[src/hw/rtl/lpt_pkg.sv]
`default_nettype none

package lpt_pkg;

  localparam int unsigned LINE_BYTES_DEF = 4096;
  localparam int unsigned PAIR_SLOTS_DEF = 8;

  localparam int unsigned KIND_W       = 3;
  localparam int unsigned IDX_W        = 3;
  localparam int unsigned SPAN_START_W = 12;
  localparam int unsigned SPAN_LEN_W   = 13;
  localparam int unsigned CNT_W        = 4;
  localparam int unsigned CFG_W        = 4;
  localparam int unsigned CFG_IDX_W    = 1;

  localparam logic [CNT_W-1:0] CFG_RESET_VAL = 4'd5;

  localparam logic [7:0] CH_NUL    = 8'h00;
  localparam logic [7:0] CH_BSLASH = 8'h5C;
  localparam logic [7:0] CH_COMMA  = 8'h2C;
  localparam logic [7:0] CH_EQ     = 8'h3D;
  localparam logic [7:0] CH_SPACE  = 8'h20;
  localparam logic [7:0] CH_LF     = 8'h0A;
  localparam logic [7:0] CH_CR     = 8'h0D;

  typedef enum logic [CFG_IDX_W-1:0] {
    CFG_MAX_TAGS,
    CFG_MAX_FIELDS
  } cfg_reg_e;

  typedef enum logic [KIND_W-1:0] {
    KIND_MEAS,
    KIND_TAG_KEY,
    KIND_TAG_VAL,
    KIND_FIELD_KEY,
    KIND_FIELD_VAL,
    KIND_STAMP,
    KIND_STATUS
  } tok_kind_e;

  typedef enum logic [2:0] {
    PH_MEAS,
    PH_TAGK,
    PH_TAGV,
    PH_FKEY,
    PH_FVAL,
    PH_STAMP,
    PH_DRAIN
  } phase_e;

  typedef struct packed {
    logic [7:0] text_byte;
    logic       end_of_string;
  } in_t;

  typedef struct packed {
    logic [KIND_W-1:0]       token_kind;
    logic [IDX_W-1:0]        pair_index;
    logic [SPAN_START_W-1:0] span_start;
    logic [SPAN_LEN_W-1:0]   span_length;
    logic                    parse_ok;
    logic [CNT_W-1:0]        tag_total;
    logic [CNT_W-1:0]        field_total;
    logic                    last_result;
  } res_t;

  typedef struct packed {
    logic [1:0] cnt;
    res_t       res0;
    res_t       res1;
  } step_t;

endpackage

`default_nettype wire

[src/hw/rtl/lpt_core.sv]
`default_nettype none

module lpt_core #(
  parameter int unsigned LINE_BYTES = lpt_pkg::LINE_BYTES_DEF,
  parameter int unsigned PAIR_SLOTS = lpt_pkg::PAIR_SLOTS_DEF
) (
  input  wire logic                        clk_i,
  input  wire logic                        rst_ni,
  input  wire logic                        fire_i,
  input  wire lpt_pkg::in_t                item_i,
  input  wire logic [lpt_pkg::CNT_W-1:0]   max_tags_i,
  input  wire logic [lpt_pkg::CNT_W-1:0]   max_fields_i,
  output lpt_pkg::step_t                   step_o
);

  localparam int unsigned PW   = $clog2(LINE_BYTES + 1);
  localparam int unsigned CW   = lpt_pkg::CNT_W;
  localparam int unsigned IW   = lpt_pkg::IDX_W;
  localparam int unsigned SSW  = lpt_pkg::SPAN_START_W;
  localparam int unsigned SLW  = lpt_pkg::SPAN_LEN_W;
  localparam logic [PW-1:0] LineMax = PW'(LINE_BYTES);
  localparam logic [CW-1:0] SlotCap = (PAIR_SLOTS < 15) ? CW'(PAIR_SLOTS) : CW'(15);

  function automatic lpt_pkg::res_t mk_res(
    lpt_pkg::tok_kind_e kind,
    logic [CW-1:0]      idx,
    logic [PW-1:0]      start,
    logic [PW-1:0]      len,
    logic               ok,
    logic [CW-1:0]      tags,
    logic [CW-1:0]      flds
  );
    lpt_pkg::res_t r;
    r.token_kind  = kind;
    r.pair_index  = IW'(idx);
    r.span_start  = SSW'(start);
    r.span_length = SLW'(len);
    r.parse_ok    = ok;
    r.tag_total   = tags;
    r.field_total = flds;
    r.last_result = 1'b0;
    return r;
  endfunction

  lpt_pkg::phase_e ph_q, ph_d;
  logic [PW-1:0]   pos_q, pos_d;
  logic [PW-1:0]   tok_q, tok_d;
  logic [PW-1:0]   sne_q, sne_d;
  logic            esc_q, esc_d;
  logic            skip_q, skip_d;
  logic [CW-1:0]   tags_q, tags_d;
  logic [CW-1:0]   flds_q, flds_d;

  logic [CW-1:0]   lim_tags, lim_flds;
  logic [7:0]      b;
  logic            eos;
  logic [PW-1:0]   pos_n;
  logic [PW-1:0]   len;
  logic            fin_en;
  logic            fin_dangle;
  logic [PW-1:0]   fin_upto;
  logic            fin_ok;
  logic            tail_en;
  logic            do_reset;
  logic [1:0]      n;
  lpt_pkg::res_t   res_a [2];

  assign lim_tags = (max_tags_i > SlotCap) ? SlotCap : max_tags_i;
  assign lim_flds = (max_fields_i > SlotCap) ? SlotCap : max_fields_i;
  assign b        = item_i.text_byte;
  assign eos      = item_i.end_of_string;
  assign pos_n    = pos_q + PW'(1);
  assign len      = pos_q - tok_q;

  always_comb begin
    ph_d       = ph_q;
    pos_d      = pos_q;
    tok_d      = tok_q;
    sne_d      = sne_q;
    esc_d      = esc_q;
    skip_d     = skip_q;
    tags_d     = tags_q;
    flds_d     = flds_q;
    fin_en     = 1'b0;
    fin_dangle = 1'b0;
    fin_upto   = pos_q;
    fin_ok     = 1'b0;
    tail_en    = 1'b0;
    do_reset   = 1'b0;
    n          = 2'd0;
    res_a[0]   = '0;
    res_a[1]   = '0;

    if (ph_q == lpt_pkg::PH_DRAIN) begin
      do_reset = eos || (b == lpt_pkg::CH_NUL);
    end else if (b == lpt_pkg::CH_NUL) begin
      fin_en     = 1'b1;
      fin_dangle = esc_q;
      fin_upto   = pos_q;
      do_reset   = 1'b1;
    end else if (pos_q >= LineMax) begin
      res_a[n[0]] = mk_res(lpt_pkg::KIND_STATUS, '0, '0, '0, 1'b0, tags_q, flds_q);
      n = n + 2'd1;
      ph_d = lpt_pkg::PH_DRAIN;
      tail_en = 1'b1;
    end else begin
      pos_d   = pos_n;
      tail_en = 1'b1;
      if (esc_q) begin
        esc_d = 1'b0;
        if (ph_q == lpt_pkg::PH_STAMP && b != lpt_pkg::CH_SPACE) begin
          sne_d = pos_n;
        end
      end else if (skip_q && b == lpt_pkg::CH_SPACE) begin
        tok_d = pos_n;
        sne_d = pos_n;
      end else begin
        skip_d = 1'b0;
        if (b == lpt_pkg::CH_BSLASH) begin
          if (eos) begin
            res_a[n[0]] = mk_res(lpt_pkg::KIND_STATUS, '0, '0, '0, 1'b0, tags_q, flds_q);
            n = n + 2'd1;
            ph_d = lpt_pkg::PH_DRAIN;
          end else begin
            esc_d = 1'b1;
            if (ph_q == lpt_pkg::PH_STAMP) begin
              sne_d = pos_n;
            end
          end
        end else begin
          unique case (ph_q)
            lpt_pkg::PH_MEAS: begin
              if (b == lpt_pkg::CH_COMMA || b == lpt_pkg::CH_SPACE) begin
                if (len == '0) begin
                  res_a[n[0]] = mk_res(lpt_pkg::KIND_STATUS, '0, '0, '0, 1'b0, tags_q, flds_q);
                  n = n + 2'd1;
                  ph_d = lpt_pkg::PH_DRAIN;
                end else begin
                  res_a[n[0]] = mk_res(lpt_pkg::KIND_MEAS, '0, tok_q, len, 1'b0, '0, '0);
                  n = n + 2'd1;
                  tok_d = pos_n;
                  if (b == lpt_pkg::CH_COMMA) begin
                    ph_d = lpt_pkg::PH_TAGK;
                  end else begin
                    ph_d   = lpt_pkg::PH_FKEY;
                    skip_d = 1'b1;
                  end
                end
              end
            end
            lpt_pkg::PH_TAGK: begin
              if (b == lpt_pkg::CH_EQ) begin
                if (tags_q >= lim_tags || len == '0) begin
                  res_a[n[0]] = mk_res(lpt_pkg::KIND_STATUS, '0, '0, '0, 1'b0, tags_q, flds_q);
                  n = n + 2'd1;
                  ph_d = lpt_pkg::PH_DRAIN;
                end else begin
                  res_a[n[0]] = mk_res(lpt_pkg::KIND_TAG_KEY, tags_q, tok_q, len, 1'b0, '0, '0);
                  n = n + 2'd1;
                  tok_d = pos_n;
                  ph_d  = lpt_pkg::PH_TAGV;
                end
              end
            end
            lpt_pkg::PH_TAGV: begin
              if (b == lpt_pkg::CH_COMMA || b == lpt_pkg::CH_SPACE) begin
                if (len == '0) begin
                  res_a[n[0]] = mk_res(lpt_pkg::KIND_STATUS, '0, '0, '0, 1'b0, tags_q, flds_q);
                  n = n + 2'd1;
                  ph_d = lpt_pkg::PH_DRAIN;
                end else begin
                  res_a[n[0]] = mk_res(lpt_pkg::KIND_TAG_VAL, tags_q, tok_q, len, 1'b0, '0, '0);
                  n = n + 2'd1;
                  tags_d = tags_q + CW'(1);
                  tok_d  = pos_n;
                  if (b == lpt_pkg::CH_COMMA) begin
                    ph_d = lpt_pkg::PH_TAGK;
                  end else begin
                    ph_d   = lpt_pkg::PH_FKEY;
                    skip_d = 1'b1;
                  end
                end
              end
            end
            lpt_pkg::PH_FKEY: begin
              if (b == lpt_pkg::CH_EQ) begin
                if (flds_q >= lim_flds || len == '0) begin
                  res_a[n[0]] = mk_res(lpt_pkg::KIND_STATUS, '0, '0, '0, 1'b0, tags_q, flds_q);
                  n = n + 2'd1;
                  ph_d = lpt_pkg::PH_DRAIN;
                end else begin
                  res_a[n[0]] = mk_res(lpt_pkg::KIND_FIELD_KEY, flds_q, tok_q, len, 1'b0, '0, '0);
                  n = n + 2'd1;
                  tok_d = pos_n;
                  ph_d  = lpt_pkg::PH_FVAL;
                end
              end
            end
            lpt_pkg::PH_FVAL: begin
              if (b == lpt_pkg::CH_COMMA || b == lpt_pkg::CH_SPACE ||
                  b == lpt_pkg::CH_LF || b == lpt_pkg::CH_CR) begin
                if (len == '0) begin
                  res_a[n[0]] = mk_res(lpt_pkg::KIND_STATUS, '0, '0, '0, 1'b0, tags_q, flds_q);
                  n = n + 2'd1;
                  ph_d = lpt_pkg::PH_DRAIN;
                end else begin
                  res_a[n[0]] = mk_res(lpt_pkg::KIND_FIELD_VAL, flds_q, tok_q, len, 1'b0, '0, '0);
                  n = n + 2'd1;
                  flds_d = flds_q + CW'(1);
                  tok_d  = pos_n;
                  if (b == lpt_pkg::CH_COMMA) begin
                    ph_d = lpt_pkg::PH_FKEY;
                  end else if (b == lpt_pkg::CH_SPACE) begin
                    ph_d   = lpt_pkg::PH_STAMP;
                    skip_d = 1'b1;
                    sne_d  = pos_n;
                  end else begin
                    res_a[n[0]] = mk_res(lpt_pkg::KIND_STATUS, '0, '0, '0, 1'b1, tags_q,
                                         flds_d);
                    n = n + 2'd1;
                    ph_d = lpt_pkg::PH_DRAIN;
                  end
                end
              end
            end
            lpt_pkg::PH_STAMP: begin
              if (b == lpt_pkg::CH_LF || b == lpt_pkg::CH_CR) begin
                if (sne_q > tok_q) begin
                  res_a[n[0]] = mk_res(lpt_pkg::KIND_STAMP, '0, tok_q, sne_q - tok_q, 1'b0,
                                       '0, '0);
                  n = n + 2'd1;
                end
                res_a[n[0]] = mk_res(lpt_pkg::KIND_STATUS, '0, '0, '0, flds_q != '0, tags_q,
                                     flds_q);
                n = n + 2'd1;
                ph_d = lpt_pkg::PH_DRAIN;
              end else if (b != lpt_pkg::CH_SPACE) begin
                sne_d = pos_n;
              end
            end
            default: begin
            end
          endcase
        end
      end
    end

    if (tail_en && eos) begin
      do_reset = 1'b1;
      if (ph_d != lpt_pkg::PH_DRAIN) begin
        fin_en   = 1'b1;
        fin_upto = pos_d;
      end
    end

    // The line end reports a pending field value or timestamp, then the status.
    if (fin_en) begin
      if (!fin_dangle && ph_d == lpt_pkg::PH_FVAL) begin
        if (fin_upto > tok_d) begin
          res_a[n[0]] = mk_res(lpt_pkg::KIND_FIELD_VAL, flds_d, tok_d, fin_upto - tok_d, 1'b0,
                               '0, '0);
          n = n + 2'd1;
          flds_d = flds_d + CW'(1);
          fin_ok = 1'b1;
        end
      end else if (!fin_dangle && ph_d == lpt_pkg::PH_STAMP) begin
        if (sne_d > tok_d) begin
          res_a[n[0]] = mk_res(lpt_pkg::KIND_STAMP, '0, tok_d, sne_d - tok_d, 1'b0, '0, '0);
          n = n + 2'd1;
        end
        fin_ok = (flds_d != '0);
      end
      res_a[n[0]] = mk_res(lpt_pkg::KIND_STATUS, '0, '0, '0, fin_ok, tags_d, flds_d);
      n = n + 2'd1;
    end

    if (do_reset) begin
      ph_d   = lpt_pkg::PH_MEAS;
      pos_d  = '0;
      tok_d  = '0;
      sne_d  = '0;
      esc_d  = 1'b0;
      skip_d = 1'b0;
      tags_d = '0;
      flds_d = '0;
    end

    if (n == 2'd1) begin
      res_a[0].last_result = 1'b1;
    end else if (n == 2'd2) begin
      res_a[1].last_result = 1'b1;
    end
  end

  assign step_o.cnt  = n;
  assign step_o.res0 = res_a[0];
  assign step_o.res1 = res_a[1];

  always_ff @(posedge clk_i or negedge rst_ni) begin
    if (!rst_ni) begin
      ph_q   <= lpt_pkg::PH_MEAS;
      pos_q  <= '0;
      tok_q  <= '0;
      sne_q  <= '0;
      esc_q  <= 1'b0;
      skip_q <= 1'b0;
      tags_q <= '0;
      flds_q <= '0;
    end else if (fire_i) begin
      ph_q   <= ph_d;
      pos_q  <= pos_d;
      tok_q  <= tok_d;
      sne_q  <= sne_d;
      esc_q  <= esc_d;
      skip_q <= skip_d;
      tags_q <= tags_d;
      flds_q <= flds_d;
    end
  end

`ifndef ASSERT_OFF
  a_two_last: assert property (@(posedge clk_i) disable iff (!rst_ni)
    (fire_i && step_o.cnt == 2'd2) |-> (!step_o.res0.last_result && step_o.res1.last_result))
    else $error("two results in one step must mark only the second as last");

  a_one_last: assert property (@(posedge clk_i) disable iff (!rst_ni)
    (fire_i && step_o.cnt == 2'd1) |-> step_o.res0.last_result)
    else $error("a single result must be marked last");

  a_drain_quiet: assert property (@(posedge clk_i) disable iff (!rst_ni)
    (fire_i && ph_q == lpt_pkg::PH_DRAIN) |-> (step_o.cnt == 2'd0))
    else $error("a drained line must not produce results");
`endif

endmodule

`default_nettype wire

[src/hw/rtl/lpt_out_stage.sv]
`default_nettype none

module lpt_out_stage (
  input  wire logic            clk_i,
  input  wire logic            rst_ni,
  input  wire lpt_pkg::step_t  step_i,
  input  wire logic            fire_i,
  output logic                 take_o,
  output logic                 out_valid_o,
  input  wire logic            out_ready_i,
  output lpt_pkg::res_t        out_data_o
);

  logic          out_vld_q, out_vld_d;
  logic          sp_vld_q, sp_vld_d;
  lpt_pkg::res_t out_q, out_d;
  lpt_pkg::res_t sp_q, sp_d;
  logic          pop;

  assign pop    = out_vld_q && out_ready_i;
  assign take_o = !sp_vld_q && (!out_vld_q || out_ready_i);

  always_comb begin
    out_vld_d = out_vld_q;
    sp_vld_d  = sp_vld_q;
    out_d     = out_q;
    sp_d      = sp_q;
    priority if (sp_vld_q) begin
      if (pop) begin
        out_d    = sp_q;
        sp_vld_d = 1'b0;
      end
    end else if (fire_i) begin
      out_vld_d = (step_i.cnt != 2'd0);
      out_d     = step_i.res0;
      sp_vld_d  = (step_i.cnt == 2'd2);
      sp_d      = step_i.res1;
    end else if (pop) begin
      out_vld_d = 1'b0;
    end
  end

  always_ff @(posedge clk_i or negedge rst_ni) begin
    if (!rst_ni) begin
      out_vld_q <= 1'b0;
      sp_vld_q  <= 1'b0;
    end else begin
      out_vld_q <= out_vld_d;
      sp_vld_q  <= sp_vld_d;
    end
  end

  always_ff @(posedge clk_i) begin
    out_q <= out_d;
    sp_q  <= sp_d;
  end

  assign out_valid_o = out_vld_q;
  assign out_data_o  = out_q;

`ifndef ASSERT_OFF
  a_spill_order: assert property (@(posedge clk_i) disable iff (!rst_ni)
    sp_vld_q |-> out_vld_q)
    else $error("spill beat held while the output register is empty");

  a_status_last: assert property (@(posedge clk_i) disable iff (!rst_ni)
    (out_vld_q && out_q.token_kind == lpt_pkg::KIND_STATUS) |-> out_q.last_result)
    else $error("a status beat must close its step");
`endif

endmodule

`default_nettype wire

[src/hw/rtl/line_protocol_tokenizer.sv]
// Line-protocol tokenizer. One text byte per input beat on in_*: text_byte and
// end_of_string. Each beat yields zero, one or two result beats on out_*: token
// spans (kind, pair index, start offset, length) and, at the end of a line
// or at the first error, one status beat with the pass flag and the tag and field counts.
// last_result marks the final result beat that belongs to one input beat.
// The cfg_* port writes max_tags (index 0) or max_fields (index 1), one per
// write; write them only while no beat is in flight.
// A byte accepted on in_* waits in the input register and is parsed once the
// output stage can take its results, its first result entering the output
// register. Throughput is one byte per cycle while the receiver keeps up and
// no byte yields two results; the single output port makes a byte with two
// results hold back the next until its second moves from spill to output.
// A two-beat output stage (output register plus spill register) and the
// input register let the block take a new byte while a result waits.
// When the receiver stalls, results are held stable, the input register (and
// the spill register, after a two-result byte) fills, and in_ready_o drops.
// Reset empties all registers, starts a fresh line and sets both limits to five.
`default_nettype none

module line_protocol_tokenizer #(
  parameter int unsigned LINE_BYTES = lpt_pkg::LINE_BYTES_DEF,
  parameter int unsigned PAIR_SLOTS = lpt_pkg::PAIR_SLOTS_DEF
) (
  input  wire logic                            clk_i,
  input  wire logic                            rst_ni,
  input  wire logic                            in_valid_i,
  output logic                                 in_ready_o,
  input  wire lpt_pkg::in_t                    in_data_i,
  output logic                                 out_valid_o,
  input  wire logic                            out_ready_i,
  output lpt_pkg::res_t                        out_data_o,
  input  wire logic                            cfg_we_i,
  input  wire logic [lpt_pkg::CFG_IDX_W-1:0]   cfg_idx_i,
  input  wire logic [lpt_pkg::CFG_W-1:0]       cfg_wdata_i
);

  logic                      in_vld_q;
  lpt_pkg::in_t              in_q;
  logic [lpt_pkg::CNT_W-1:0] max_tags_q;
  logic [lpt_pkg::CNT_W-1:0] max_fields_q;
  logic                      take;
  logic                      fire;
  lpt_pkg::step_t            step;

  assign fire       = in_vld_q && take;
  assign in_ready_o = !in_vld_q || fire;

  always_ff @(posedge clk_i or negedge rst_ni) begin
    if (!rst_ni) begin
      in_vld_q <= 1'b0;
    end else if (in_valid_i && in_ready_o) begin
      in_vld_q <= 1'b1;
    end else if (fire) begin
      in_vld_q <= 1'b0;
    end
  end

  always_ff @(posedge clk_i) begin
    if (in_valid_i && in_ready_o) begin
      in_q <= in_data_i;
    end
  end

  always_ff @(posedge clk_i or negedge rst_ni) begin
    if (!rst_ni) begin
      max_tags_q   <= lpt_pkg::CFG_RESET_VAL;
      max_fields_q <= lpt_pkg::CFG_RESET_VAL;
    end else if (cfg_we_i) begin
      if (cfg_idx_i == lpt_pkg::CFG_MAX_TAGS) begin
        max_tags_q <= cfg_wdata_i;
      end else begin
        max_fields_q <= cfg_wdata_i;
      end
    end
  end

  lpt_core #(
    .LINE_BYTES (LINE_BYTES),
    .PAIR_SLOTS (PAIR_SLOTS)
  ) u_core (
    .clk_i        (clk_i),
    .rst_ni       (rst_ni),
    .fire_i       (fire),
    .item_i       (in_q),
    .max_tags_i   (max_tags_q),
    .max_fields_i (max_fields_q),
    .step_o       (step)
  );

  lpt_out_stage u_out (
    .clk_i       (clk_i),
    .rst_ni      (rst_ni),
    .step_i      (step),
    .fire_i      (fire),
    .take_o      (take),
    .out_valid_o (out_valid_o),
    .out_ready_i (out_ready_i),
    .out_data_o  (out_data_o)
  );

endmodule

`default_nettype wire
[config.mk]
export PLATFORM = sky130hd
export DESIGN_NAME = line_protocol_tokenizer
export DESIGN_NICKNAME = d
export VERILOG_FILES = /design/src/hw/rtl/lpt_pkg.sv /design/src/hw/rtl/lpt_core.sv /design/src/hw/rtl/lpt_out_stage.sv /design/src/hw/rtl/line_protocol_tokenizer.sv
export SDC_FILE = /design/constraint.sdc
export NUM_CORES = 1
export LEC_CHECK = 0
export ABC_CLOCK_PERIOD_IN_PS = 13700
export CAP_MARGIN = 20
export CELL_PAD_IN_SITES_DETAIL_PLACEMENT = 1
export CELL_PAD_IN_SITES_GLOBAL_PLACEMENT = 1
export CORE_MARGIN = 2
export CORE_UTILIZATION = 45
export DETAILED_ROUTE_END_ITERATION = 12
export DONT_BUFFER_PORTS = 1
export HOLD_SLACK_MARGIN = 0.15
export PLACE_DENSITY = 0.82
export SETUP_SLACK_MARGIN = 0.05
export SYNTH_ARGS = -nofsm -noshare
export SYNTH_HDL_FRONTEND = slang
export SYNTH_HIERARCHICAL = 1
export SYNTH_SLANG_ARGS = --single-unit
export TNS_END_PERCENT = 30
[constraint.sdc]
create_clock -name clk_i -period 13.7 [get_ports clk_i]
set_input_delay 1.37 -clock clk_i [delete_from_list [all_inputs] [get_ports clk_i]]
set_output_delay 1.37 -clock clk_i [all_outputs]
set_load 0.005 [all_outputs]
==> out/qor.log, run 1 <==
qor: status.outcome finished clean
qor: clocking.ctsHoldBuffers 0
qor: layout.layout.area.seq 4320 um2
qor: sta.fin_tns_setup 0 ps
qor: logic_synthesis.syn_inst 1548
qor: sta.period_minus_slack 9440 ps
qor: min_path.holdPathEnd max_tags_q[1]$_DFFE_PN0P_
qor: power.leakage_power 5.65 nW
qor: global_routing.global_route.usage.total 34.2%
qor: layout.area_of_the_multi_input_gates 8290 um2
qor: logic_synthesis.synth-seq-area-share 32.6%
qor: worst_setup_path.capture_instance_of_the_worst_register_to_register_path u_out/out_data_o[0]$_DFFE_PP_
qor: worst_setup_path.slowest_stage sky130_fd_sc_hd__o41ai_1
qor: min_path.holdPathStages 1
qor: placed_design.pre_cts_ws 4550 ps
qor: worst_setup_path.critical_path.reg2reg.startpoint u_core/pos_q[0]$_DFFE_PN0P_
qor: power.p_int 1.24 mW
qor: placed_design.post-place-cells 1873
qor: logic_synthesis.synth.top_cell.area_share 20.7%
qor: floorplan.die_w 175 um
qor: routing.wl_cell 27.7 um
qor: power.power.switching_fraction 47.4%
qor: routing.via_count 13200
qor: worst_setup_path.crit_path_max_incr_delay 810 ps
qor: logic_synthesis.syn_avg_cell_area 8.54 um2
qor: routing.first_pass_iters 6
qor: clocking.clkSlewWorstSetupHoldPaths 80 ps
qor: floorplan.die_area 30800 um2
qor: placed_design.finalWeightedCongestion 1.03
qor: clocking.clock_sink_count 154
qor: sta.tightest_slew 997 ps
qor: clocking.clk-insertion-delay-late 450 ps
qor: logic_synthesis.ys_seq_elements 154
qor: layout.final_core_utilization 49.0%
qor: global_routing.residual_overflow_from_global_routing 0
qor: clocking.root_buffer sky130_fd_sc_hd__clkbuf_16
qor: logic_synthesis.async_reset_ff_share 40.9%
qor: job.max_capacitance_violation_total 0
qor: placed_design.dpl_cell_area 13500 um2
qor: floorplan.core-area 28800 um2
qor: floorplan.vert_die_dim 175 um
qor: worst_setup_path.r2r_cells 25
qor: power.total_power 2.36 mW
qor: sta.final_critical_path_setup_slack 4260 ps
qor: power.share_seq_of_total_power 30.3%
qor: power.worst_ir_drop_vdd 0.0822 mV
qor: power.comb_power_share 49.2%
qor: routing.detail_route.drc_violations 0
qor: routing.via_cell_ratio 6.92
qor: floorplan.row_count 62
qor: worst_setup_path.largest_fanout_of_any_net_on_the_critical_path 18
qor: worst_setup_path.setup.worst_path.end_class register
qor: sta.finalSetupViolations 0
qor: worst_setup_path.cpLargestDelayFamily compound AO/OA/AOI/OAI gates
qor: layout.layoutNonFillerInstCount 1906
qor: worst_setup_path.worst-endpoint-required 13900 ps
qor: clocking.cts_setup_buffers 0
qor: global_routing.number_of_global_route_vias_before_repair 13000
qor: sta.rsz_0062_raised_after_global_routing no
qor: worst_setup_path.cp_common_cell sky130_fd_sc_hd__o21ai_0
qor: layout.nFillCells 3397
qor: routing.initialDrtViolationCount 1900
qor: worst_setup_path.reg2reg_slack 4260 ps
qor: floorplan.design.portCount 62
qor: sta.skew 19.7 ps
qor: sta.min_period_over_period 68.9%
qor: routing.drt.antenna.violating_nets 0
qor: logic_synthesis.synth_area_leader_cell sky130_fd_sc_hd__edfxtp_1
qor: logic_synthesis.synth_fp_nets 1642
qor: sta.hold_slack 526 ps
qor: sta.report.final.slew_viol_count 0
qor: logic_synthesis.synthDistinctLibCells 94
qor: layout.layout-area-overhead-vs-synth 6.67%
qor: min_path.worst_min_delay_path_class register to register
qor: placed_design.place_hpwl 40400 um
qor: global_routing.grt_first_pass_wirelength 80200 um
qor: clocking.cts-root-to-sink-buffers 2
qor: logic_synthesis.post_synth_main_area_contributors sky130_fd_sc_hd__edfxtp_1, sky130_fd_sc_hd__dfrtp_1, sky130_fd_sc_hd__ha_1
qor: min_path.hp-start max_tags_q[1]$_DFFE_PN0P_
qor: clocking.cts_inserted_buffers 17
qor: worst_setup_path.crit_arrival 9640 ps
qor: clocking.clock_tree.htree_level_count 4
qor: routing.drt_wl_total 52800 um
qor: power.power_per_cell_area 167 nW/um2
qor: global_routing.antenna_violations_before_repair 3
qor: layout.commonest_non_fill_non_tap_cell_in_the_layout sky130_fd_sc_hd__nand2_1
qor: sta.finalHoldViolCount 0
qor: power.clkPwrFrac 20.5%
qor: worst_setup_path.setup.worst_path.start_class register
qor: sta.clock.fmax 106 MHz
qor: logic_synthesis.synthesis.yosys.warnings 6
qor: floorplan.floorplan.initialDensity 45.9%
qor: layout.most-common-layout-cells sky130_fd_sc_hd__nand2_1, sky130_fd_sc_hd__a21oi_1, sky130_fd_sc_hd__nor2_1
qor: layout.drive_gt1_share 9.60%
qor: placed_design.place.port_buffers 0
qor: layout.final_net_count 1602
qor: worst_setup_path.critical_path.n_buffers_inverters 2
qor: worst_setup_path.path_class register to register
qor: logic_synthesis.postSynth.topFlopCell sky130_fd_sc_hd__edfxtp_1
qor: layout.post-route-cell-area 14100 um2
qor: sta.slew_headroom 33.2%
qor: clocking.cts_repair_resize_count 0
qor: power.power_switching 1.12 mW
qor: logic_synthesis.number_of_enable_type_register_cells_in_the_synthesized_netlist 91
qor: logic_synthesis.post_synth_instance_area 13200 um2
qor: clocking.tritoncts yes
qor: global_routing.grt_start_max_net_pins 64
Yosys cell counts, drive strengths merged, types with 31 or more instances:
cell type and instances:
dfrtp 59, nor2 126, xnor2 48, edfxtp 91, ha 71, a21o 31, nor3 32, mux2 55
a21oi 132, o21ai 117, nand3 47, inv 66, clkbuf 53, nand2 144, o22ai 52
layer usage:
layer | track usage (%) | wire length [um] | vias up
met2 | 52.3 | 23200 | 792
met4 | 16.0 | 2610 | 2
met3 | 6.67 | 4860 | 161
met5 | 0 | 12 | -
met1 | 46.7 | 22100 | 6507
li1 | - | - | 5724
layout make-up:
| cell class | instances | area share (%) |
|---|---|---|
| timing repair buffer | 21 | 1.12 |
| multi-input combinational | 1246 | 58.8 |
| inverter | 68 | 1.81 |
| antenna | 1 | 0.0177 |
| clock buffer | 17 | 3.02 |
| clock inverter | 15 | 1.24 |
| tap | 384 | 3.41 |
| sequential | 154 | 30.6 |
power groups by stage:
stage          clock, mW  combinational, mW  sequential [mW]
6_report           0.484               1.16            0.715
3_5_place_dp           0               1.12            0.725
4_1_cts            0.489               1.12            0.716
2_1_floorplan          0              0.795            0.678
3_3_place_gp           0               1.08            0.715
5_1_grt            0.506               1.22            0.729
registers in the layout, indices dropped and copies added (netlist names), 4 cells and up:
signal and count:
u_out/out_data_o 41, u_out/sp_q 41, u_core/pos_q 13, u_core/sne_q 13, u_core/tok_q 13, in_q 9
max_fields_q 4, max_tags_q 4, u_core/flds_q 4, u_core/tags_q 4
worst max path at each step:
stage          slack, ps                       endpoint                   startpoint  depth (start not counted)
6_report            4260  u_out/out_data_o[0]$_DFFE_PP_  u_core/pos_q[0]$_DFFE_PN0P_                         25
5_1_grt             3720  u_out/out_data_o[0]$_DFFE_PP_  u_core/pos_q[0]$_DFFE_PN0P_                         25
4_1_cts             4450  u_out/out_data_o[0]$_DFFE_PP_  u_core/pos_q[0]$_DFFE_PN0P_                         25
3_5_place_dp        4550  u_out/out_data_o[0]$_DFFE_PP_  u_core/pos_q[0]$_DFFE_PN0P_                         25
3_3_place_gp        4820  u_out/out_data_o[0]$_DFFE_PP_  u_core/pos_q[0]$_DFFE_PN0P_                         25
2_1_floorplan       6870  u_out/out_data_o[5]$_DFFE_PP_  u_core/pos_q[0]$_DFFE_PN0P_                         30
worst reg2reg max path, delay by kind of cell (launching register included):
kind            cells  cell delay (ps)
buf+inv             2              460
compound gates     12             3890
mux                 1              270
flops               1              480
fa+ha+maj           3             1050
simple gates        7             3050
cell families after synthesis:
logic type,count (synthesis),share of synthesized area (%)
DFF,154,32.6
muxes,63,5.40
adders and majority gates,75,7.33
xor gates and xnor gates,68,4.51
AOI/OAI and AO/OA,544,26.9
buffers and inverters,148,4.81
and+or+nand+nor,496,18.4
No activity file was read; power rests on OpenSTA's default activity.
==> run 2: changes to the inputs <==
--- a/config.mk
+++ b/config.mk
@@ -5,7 +5,8 @@
 export SDC_FILE = /design/constraint.sdc
 export NUM_CORES = 1
 export LEC_CHECK = 0
-export ABC_CLOCK_PERIOD_IN_PS = 13700
+export ABC_AREA = 1
+export ABC_CLOCK_PERIOD_IN_PS = 8800
 export CAP_MARGIN = 20
 export CELL_PAD_IN_SITES_DETAIL_PLACEMENT = 1
 export CELL_PAD_IN_SITES_GLOBAL_PLACEMENT = 1
@@ -14,7 +15,7 @@
 export DETAILED_ROUTE_END_ITERATION = 12
 export DONT_BUFFER_PORTS = 1
 export HOLD_SLACK_MARGIN = 0.15
-export PLACE_DENSITY = 0.82
+export PLACE_DENSITY = 0.86
 export SETUP_SLACK_MARGIN = 0.05
 export SYNTH_ARGS = -nofsm -noshare
 export SYNTH_HDL_FRONTEND = slang
==> constraint.sdc (replaced) <==
create_clock -name clk_i -period 8.8 [get_ports clk_i]
set_input_delay 0.88 -clock clk_i [delete_from_list [all_inputs] [get_ports clk_i]]
set_output_delay 0.88 -clock clk_i [all_outputs]
set_load 0.005 [all_outputs]
==> out/qor.log, run 2 <==
qor: worst_setup_path.critical_path.reg2reg.startpoint u_core/pos_q[0]$_DFFE_PN0P_
qor: worst_setup_path.setup.worst_path.end_class register
qor: floorplan.design.portCount 62 [unchanged]
qor: logic_synthesis.post_synth_main_area_contributors sky130_fd_sc_hd__edfxtp_1, sky130_fd_sc_hd__nand2_1, sky130_fd_sc_hd__dfrtp_1
qor: logic_synthesis.synthDistinctLibCells 64 [-32%]
qor: power.worst_ir_drop_vdd 0.138 mV [+68%]
qor: layout.layout-area-overhead-vs-synth 6.84%
qor: placed_design.place_hpwl 48200 um [+19%]
qor: logic_synthesis.synthesis.yosys.warnings 6 [unchanged]
qor: clocking.cts_setup_buffers 0 [unchanged]
qor: floorplan.core-area 31600 um2 [+9.6%]
qor: layout.antenna_cells 0 [-1]
qor: floorplan.die_w 183 um [+4.4%]
qor: logic_synthesis.synth_area_leader_cell sky130_fd_sc_hd__edfxtp_1
qor: sta.min_period_over_period 91.4% [+22 points]
qor: routing.drt.antenna.violating_nets 0 [unchanged]
qor: status.outcome finished clean
qor: sta.skew 14.2 ps [-5.49 ps]
qor: logic_synthesis.synth.top_cell.area_share 18.9% [-1.7 points]
qor: global_routing.global_route.usage.total 37.4% [+3.2 points]
qor: clocking.clock_sink_count 154 [unchanged]
qor: floorplan.die_area 33500 um2 [+9.0%]
qor: power.power_per_cell_area 209 nW/um2 [+25%]
qor: sta.tightest_slew 1050 ps [+55.9 ps]
qor: clocking.clk-insertion-delay-late 460 ps [about the same]
qor: floorplan.vert_die_dim 183 um [+4.4%]
qor: logic_synthesis.syn_avg_cell_area 6.80 um2 [-20%]
qor: layout.post-route-cell-area 15400 um2 [+9.4%]
qor: worst_setup_path.path_class register to register
qor: clocking.tritoncts yes
qor: layout.drive_gt1_share 8.99% [-0.61 points]
qor: worst_setup_path.cp_common_cell sky130_fd_sc_hd__nand2_1
qor: placed_design.pre_cts_ws 672 ps [-3870 ps]
qor: global_routing.number_of_global_route_vias_before_repair 15300 [+18%]
qor: worst_setup_path.setup.worst_path.start_class register
qor: worst_setup_path.crit_path_max_incr_delay 470 ps [-340 ps]
qor: floorplan.floorplan.initialDensity 45.8% [-0.17 points]
qor: routing.first_pass_iters 5 [-1]
qor: job.max_capacitance_violation_total 0 [unchanged]
qor: sta.period_minus_slack 8040 ps [-1400 ps]
qor: sta.rsz_0062_raised_after_global_routing no
qor: logic_synthesis.synth_most_common_cell sky130_fd_sc_hd__nand2_1
qor: logic_synthesis.post_synth_instance_area 14400 um2 [+9.2%]
qor: global_routing.grt_start_max_net_pins 60 [-6.3%]
qor: logic_synthesis.postSynth.topFlopCell sky130_fd_sc_hd__edfxtp_1
qor: power.leakage_power 7.20 nW [+27%]
qor: worst_setup_path.crit_arrival 8260 ps [-1380 ps]
qor: global_routing.residual_overflow_from_global_routing 0 [unchanged]
qor: logic_synthesis.syn_inst 2122 [+37%]
qor: min_path.worst_min_delay_path_class input port to asynchronous set/reset pin
qor: worst_setup_path.worst-endpoint-required 9020 ps [-4880 ps]
qor: sta.final_critical_path_setup_slack 757 ps [-3500 ps]
qor: routing.via_cell_ratio 6.32 [-8.7%]
qor: global_routing.antenna_violations_before_repair 0 [-3]
qor: worst_setup_path.largest_fanout_of_any_net_on_the_critical_path 23 [+5]
qor: clocking.clock_tree.htree_level_count 4 [unchanged]
qor: logic_synthesis.async_reset_ff_share 40.9% [unchanged]
qor: global_routing.grt_first_pass_wirelength 94300 um [+18%]
qor: routing.initialDrtViolationCount 1763 [-7.2%]
qor: routing.wl_cell 25.0 um [-9.6%]
qor: layout.final_net_count 2195 [+37%]
qor: clocking.root_buffer sky130_fd_sc_hd__clkbuf_16
qor: worst_setup_path.slowest_stage sky130_fd_sc_hd__dfrtp_1
qor: clocking.clkSlewWorstSetupHoldPaths 70 ps [about the same]
qor: sta.report.final.slew_viol_count 0 [unchanged]
qor: layout.commonest_non_fill_non_tap_cell_in_the_layout sky130_fd_sc_hd__nand2_1
qor: sta.fin_tns_setup 0 ps [unchanged]
qor: logic_synthesis.synth-seq-area-share 29.9% [-2.8 points]
qor: power.total_power 3.22 mW [+36%]
qor: worst_setup_path.timing.critical_path.from u_core/pos_q[0]$_DFFE_PN0P_
qor: sta.finalHoldViolCount 0 [unchanged]
qor: clocking.cts_inserted_buffers 17 [unchanged]
qor: sta.clock.fmax 124 MHz [+17%]
qor: sta.finalSetupViolations 0 [unchanged]
qor: logic_synthesis.number_of_enable_type_register_cells_in_the_synthesized_netlist 91 [unchanged]
qor: sta.slew_headroom 29.1% [-4.1 points]
qor: routing.via_count 15900 [+21%]
qor: logic_synthesis.ys_seq_elements 154 [unchanged]
qor: routing.detail_route.drc_violations 0 [unchanged]
qor: placed_design.finalWeightedCongestion 1.05 [+1.5%]
qor: placed_design.dpl_cell_area 14800 um2 [+9.7%]
qor: floorplan.row_count 65 [+4.8%]
qor: placed_design.place.port_buffers 0 [unchanged]
qor: clocking.cts-root-to-sink-buffers 2 [unchanged]
qor: logic_synthesis.synth.cells.most_frequent sky130_fd_sc_hd__nand2_1, sky130_fd_sc_hd__o21ai_0, sky130_fd_sc_hd__inv_1
qor: layout.final_core_utilization 48.9% [-0.11 points]
qor: routing.drt_wl_total 63000 um [+19%]
qor: layout.most-common-layout-cells sky130_fd_sc_hd__nand2_1, sky130_fd_sc_hd__inv_1, sky130_fd_sc_hd__o21ai_0
qor: logic_synthesis.synth_fp_nets 2216 [+35%]
run 2: power by group:
group	internal [mW]	switching (mW)
Combinational	0.397	1.06
Sequential	0.900	0.0856
Clock	0.430	0.344
Total	1.73	1.49
run 2: routing by layer:
metal / routed length (um) / global-route usage, % / up-vias
li1: - / - / 7166
met1: 26500 / 50.7 / 7811
met2: 28200 / 59.4 / 781
met3: 5770 / 6.45 / 142
met4: 2550 / 15.2 / 0
met5: 0 / 0 / -
run 2: critical path: cells and delay by family (launching register included):
family | cells | cell delay (ps)
and+or+nand+nor | 26 | 3630
AOI/OAI and AO/OA | 7 | 1550
buffers and inverters | 7 | 1150
adders and majority gates | 3 | 980
DFF | 1 | 470
run 2: cell type report:
class | instances | area, um2
clock buffer | 20 | 447
clock inverter | 12 | 141
fill | 4181 | 16100
inverter | 260 | 988
multi-input combinational | 1630 | 8730
sequential | 154 | 4310
tap | 402 | 503
timing repair buffer | 38 | 305
run 2: final timing paths:
path                                                  to  slack (ps)  depth (start not counted)
setup / recovery           u_out/out_data_o[0]$_DFFE_PP_         760                         43
hold / removal                 max_tags_q[2]$_DFFE_PN1P_         270                          0
setup reg to reg           u_out/out_data_o[0]$_DFFE_PP_         760                         43
hold reg to reg                max_tags_q[0]$_DFFE_PN1P_         480                          2
max in group asynchronous    u_core/pos_q[8]$_DFFE_PN0P_        8190                          1
min in group clk_i             max_tags_q[0]$_DFFE_PN1P_         480                          2
run 2: kinds of logic (layout without fill, tap and decap cells):
family                     count (synthesis)  after routing  synth area share (%)
xor gates and xnor gates                  47             47                  2.85
AOI/OAI and AO/OA                        554            554                  21.5
and+or+nand+nor                          953            953                  29.2
muxes                                      1              1                0.0953
adders and majority gates                 75             75                  6.71
DFF                                      154            154                  29.9
buffers and inverters                    338            330                  9.79
run 2: timing repair:
action                     4_1_cts  5_1_grt
gates resized for setup          0        2
setup endpoints to repair        0       17
hold endpoints to repair        59        0
hold buffers                     1        0
run 2: per-stage QoR:
| step | hold slack (ps) | cells |
|---|---|---|
| 2_1_floorplan | 449 | 2122 |
| 3_3_place_gp | 462 | 2482 |
| 3_5_place_dp | 478 | 2483 |
| 4_1_cts | 249 | 2516 |
| 5_1_grt | 252 | 2516 |
| 6_report | 270 | 2516 |
==> run 3: changes to the inputs <==
--- a/config.mk
+++ b/config.mk
@@ -11,11 +11,12 @@
 export CELL_PAD_IN_SITES_DETAIL_PLACEMENT = 1
 export CELL_PAD_IN_SITES_GLOBAL_PLACEMENT = 1
 export CORE_MARGIN = 2
-export CORE_UTILIZATION = 45
+export CORE_UTILIZATION = 48
 export DETAILED_ROUTE_END_ITERATION = 12
 export DONT_BUFFER_PORTS = 1
 export HOLD_SLACK_MARGIN = 0.15
-export PLACE_DENSITY = 0.86
+export PLACE_DENSITY = 0.9
+export REMOVE_ABC_BUFFERS = 1
 export SETUP_SLACK_MARGIN = 0.05
 export SYNTH_ARGS = -nofsm -noshare
 export SYNTH_HDL_FRONTEND = slang
==> out/qor.log, run 3 (same netlist as run 2, synthesis figures left out) <==
qor: routing.via_cell_ratio 6.52 [+3.1%]
qor: sta.clock.fmax 123 MHz [-0.84%]
qor: worst_setup_path.crit_arrival 8490 ps [+230 ps]
qor: routing.wl_cell 25.4 um [+1.3%]
qor: layout.post-route-cell-area 15400 um2 [-0.45%]
qor: worst_setup_path.slowest_stage sky130_fd_sc_hd__dfrtp_1
qor: floorplan.die_w 177 um [-3.1%]
qor: power.worst_ir_drop_vdd 0.136 mV [-1.5%]
qor: placed_design.pre_cts_ws 848 ps [+177 ps]
qor: floorplan.die_area 31500 um2 [-6.1%]
qor: power.leakage_power 7.16 nW [-0.51%]
qor: sta.slew_headroom 17.3% [-12 points]
qor: clocking.cts_setup_buffers 0 [unchanged]
qor: sta.final_critical_path_setup_slack 688 ps [-68.4 ps]
qor: floorplan.core-area 29600 um2 [-6.1%]
qor: sta.finalHoldViolCount 0 [unchanged]
qor: layout.commonest_non_fill_non_tap_cell_in_the_layout sky130_fd_sc_hd__nand2_1
qor: clocking.clock_sink_count 154 [unchanged]
qor: floorplan.design.portCount 62 [unchanged]
qor: sta.period_minus_slack 8110 ps [+68.4 ps]
qor: worst_setup_path.worst-endpoint-required 9180 ps [+160 ps]
qor: routing.via_count 16300 [+2.4%]
qor: worst_setup_path.setup.worst_path.end_class register
qor: placed_design.place_hpwl 47500 um [-1.6%]
qor: worst_setup_path.crit_path_max_incr_delay 460 ps [about the same]
qor: status.outcome finished clean
qor: sta.finalSetupViolations 0 [unchanged]
qor: power.total_power 3.23 mW [+0.19%]
qor: global_routing.antenna_violations_before_repair 1 [+1]
qor: clocking.tritoncts yes
qor: clocking.cts-root-to-sink-buffers 2 [unchanged]
qor: clocking.cts_inserted_buffers 17 [unchanged]
qor: routing.drt.antenna.violating_nets 0 [unchanged]
qor: sta.report.final.slew_viol_count 0 [unchanged]
qor: sta.tightest_slew 1230 ps [+175 ps]
qor: routing.detail_route.drc_violations 0 [unchanged]
qor: worst_setup_path.path_class register to register
qor: layout.most-common-layout-cells sky130_fd_sc_hd__nand2_1, sky130_fd_sc_hd__o21ai_0, sky130_fd_sc_hd__inv_1
qor: clocking.clock_tree.htree_level_count 4 [unchanged]
qor: floorplan.row_count 63 [-3.1%]
qor: routing.initialDrtViolationCount 1936 [+9.8%]
qor: worst_setup_path.cp_common_cell sky130_fd_sc_hd__nand2_1
qor: job.max_capacitance_violation_total 0 [unchanged]
qor: global_routing.grt_start_max_net_pins 60 [unchanged]
qor: floorplan.floorplan.initialDensity 48.7% [+3.0 points]
qor: global_routing.grt_first_pass_wirelength 96200 um [+2.0%]
qor: sta.rsz_0062_raised_after_global_routing no
qor: sta.skew 16.0 ps [+1.78 ps]
qor: worst_setup_path.largest_fanout_of_any_net_on_the_critical_path 21 [-8.7%]
qor: clocking.root_buffer sky130_fd_sc_hd__clkbuf_16
qor: global_routing.global_route.usage.total 40.3% [+2.9 points]
qor: sta.min_period_over_period 92.2% [+0.78 points]
qor: placed_design.finalWeightedCongestion 1.02 [-3.1%]
qor: min_path.worst_min_delay_path_class input port to asynchronous set/reset pin
qor: layout.final_net_count 2187 [-0.36%]
qor: global_routing.residual_overflow_from_global_routing 0 [unchanged]
qor: placed_design.place.port_buffers 0 [unchanged]
qor: routing.first_pass_iters 6 [+1]
qor: floorplan.vert_die_dim 177 um [-3.1%]
qor: worst_setup_path.setup.worst_path.start_class register
qor: layout.layout-area-overhead-vs-synth 6.36%
qor: layout.final_core_utilization 51.8% [+2.9 points]
qor: clocking.clk-insertion-delay-late 460 ps [about the same]
qor: clocking.clkSlewWorstSetupHoldPaths 70 ps [about the same]
qor: power.power_per_cell_area 210 nW/um2 [+0.64%]
qor: placed_design.dpl_cell_area 14700 um2 [-0.51%]
qor: global_routing.number_of_global_route_vias_before_repair 16100 [+5.0%]
qor: sta.fin_tns_setup 0 ps [unchanged]
qor: layout.drive_gt1_share 8.74% [-0.25 points]
qor: routing.drt_wl_total 63400 um [+0.56%]
==> run 3: timing repair <==
action,4_1_cts,5_1_grt
endpoints found under the hold margin,59,0
setup endpoints to repair,0,11
hold buffers,1,0
resized for setup,0,2
==> run 3: critical path, delay by kind of cell (launching register included) <==
kind | cells | cell delay [ps]
buf+inv | 7 | 1300
simple gates | 23 | 3210
fa+ha+maj | 3 | 1020
compound gates | 9 | 2050
flops | 1 | 460
==> run 3: final timing paths <==
| kind | from | to | slack [ps] | cells past startpoint |
|---|---|---|---|---|
| setup / recovery | u_core/pos_q[0]$_DFFE_PN0P_ | u_out/out_valid_o$_DFFE_PN0P_ | 690 | 42 |
| hold / removal | rst_ni | max_fields_q[2]$_DFFE_PN1P_ | 250 | 0 |
| setup reg to reg | u_core/pos_q[0]$_DFFE_PN0P_ | u_out/out_valid_o$_DFFE_PN0P_ | 690 | 42 |
| hold reg to reg | max_tags_q[0]$_DFFE_PN1P_ | max_tags_q[0]$_DFFE_PN1P_ | 480 | 2 |
| max in group asynchronous | rst_ni | u_core/pos_q[3]$_DFFE_PN0P_ | 8180 | 1 |
| min in group clk_i | max_tags_q[0]$_DFFE_PN1P_ | max_tags_q[0]$_DFFE_PN1P_ | 480 | 2 |
==> run 3: area by class of cell <==
| type | instances | area (um2) |
|---|---|---|
| Clock buffer | 17 | 425 |
| Clock inverter | 15 | 156 |
| Sequential cell | 154 | 4310 |
| Fill cell | 3909 | 14300 |
| Multi-Input combinational cell | 1630 | 8730 |
| Antenna cell | 2 | 5.00 |
| Tap cell | 390 | 488 |
| Timing Repair Buffer | 30 | 245 |
| Inverter | 260 | 988 |
==> run 3: metal layers <==
metal / vias to the layer above / wire, um / track usage [%]
li1: 7151 / - / -
met1: 7871 / 25600 / 54.1
met2: 1020 / 27600 / 61.3
met3: 238 / 6550 / 7.67
met4: 0 / 3610 / 21.6
met5: - / 0 / 0
==> run 3: where the power goes <==
part / internal (mW) / leakage (nW) / switching [mW]
sequential: 0.900 / 1.77 / 0.0873
combinational: 0.393 / 5.11 / 1.08
clock: 0.401 / 0.285 / 0.369
==> run 3: stage by stage <==
| stage | instances | hold slack, ps |
|---|---|---|
| finish | 2498 | 254 |
| global route | 2496 | 242 |
| CTS | 2496 | 243 |
| detailed placement | 2463 | 470 |
| global placement | 2463 | 459 |
| floorplan | 2044 | 449 |
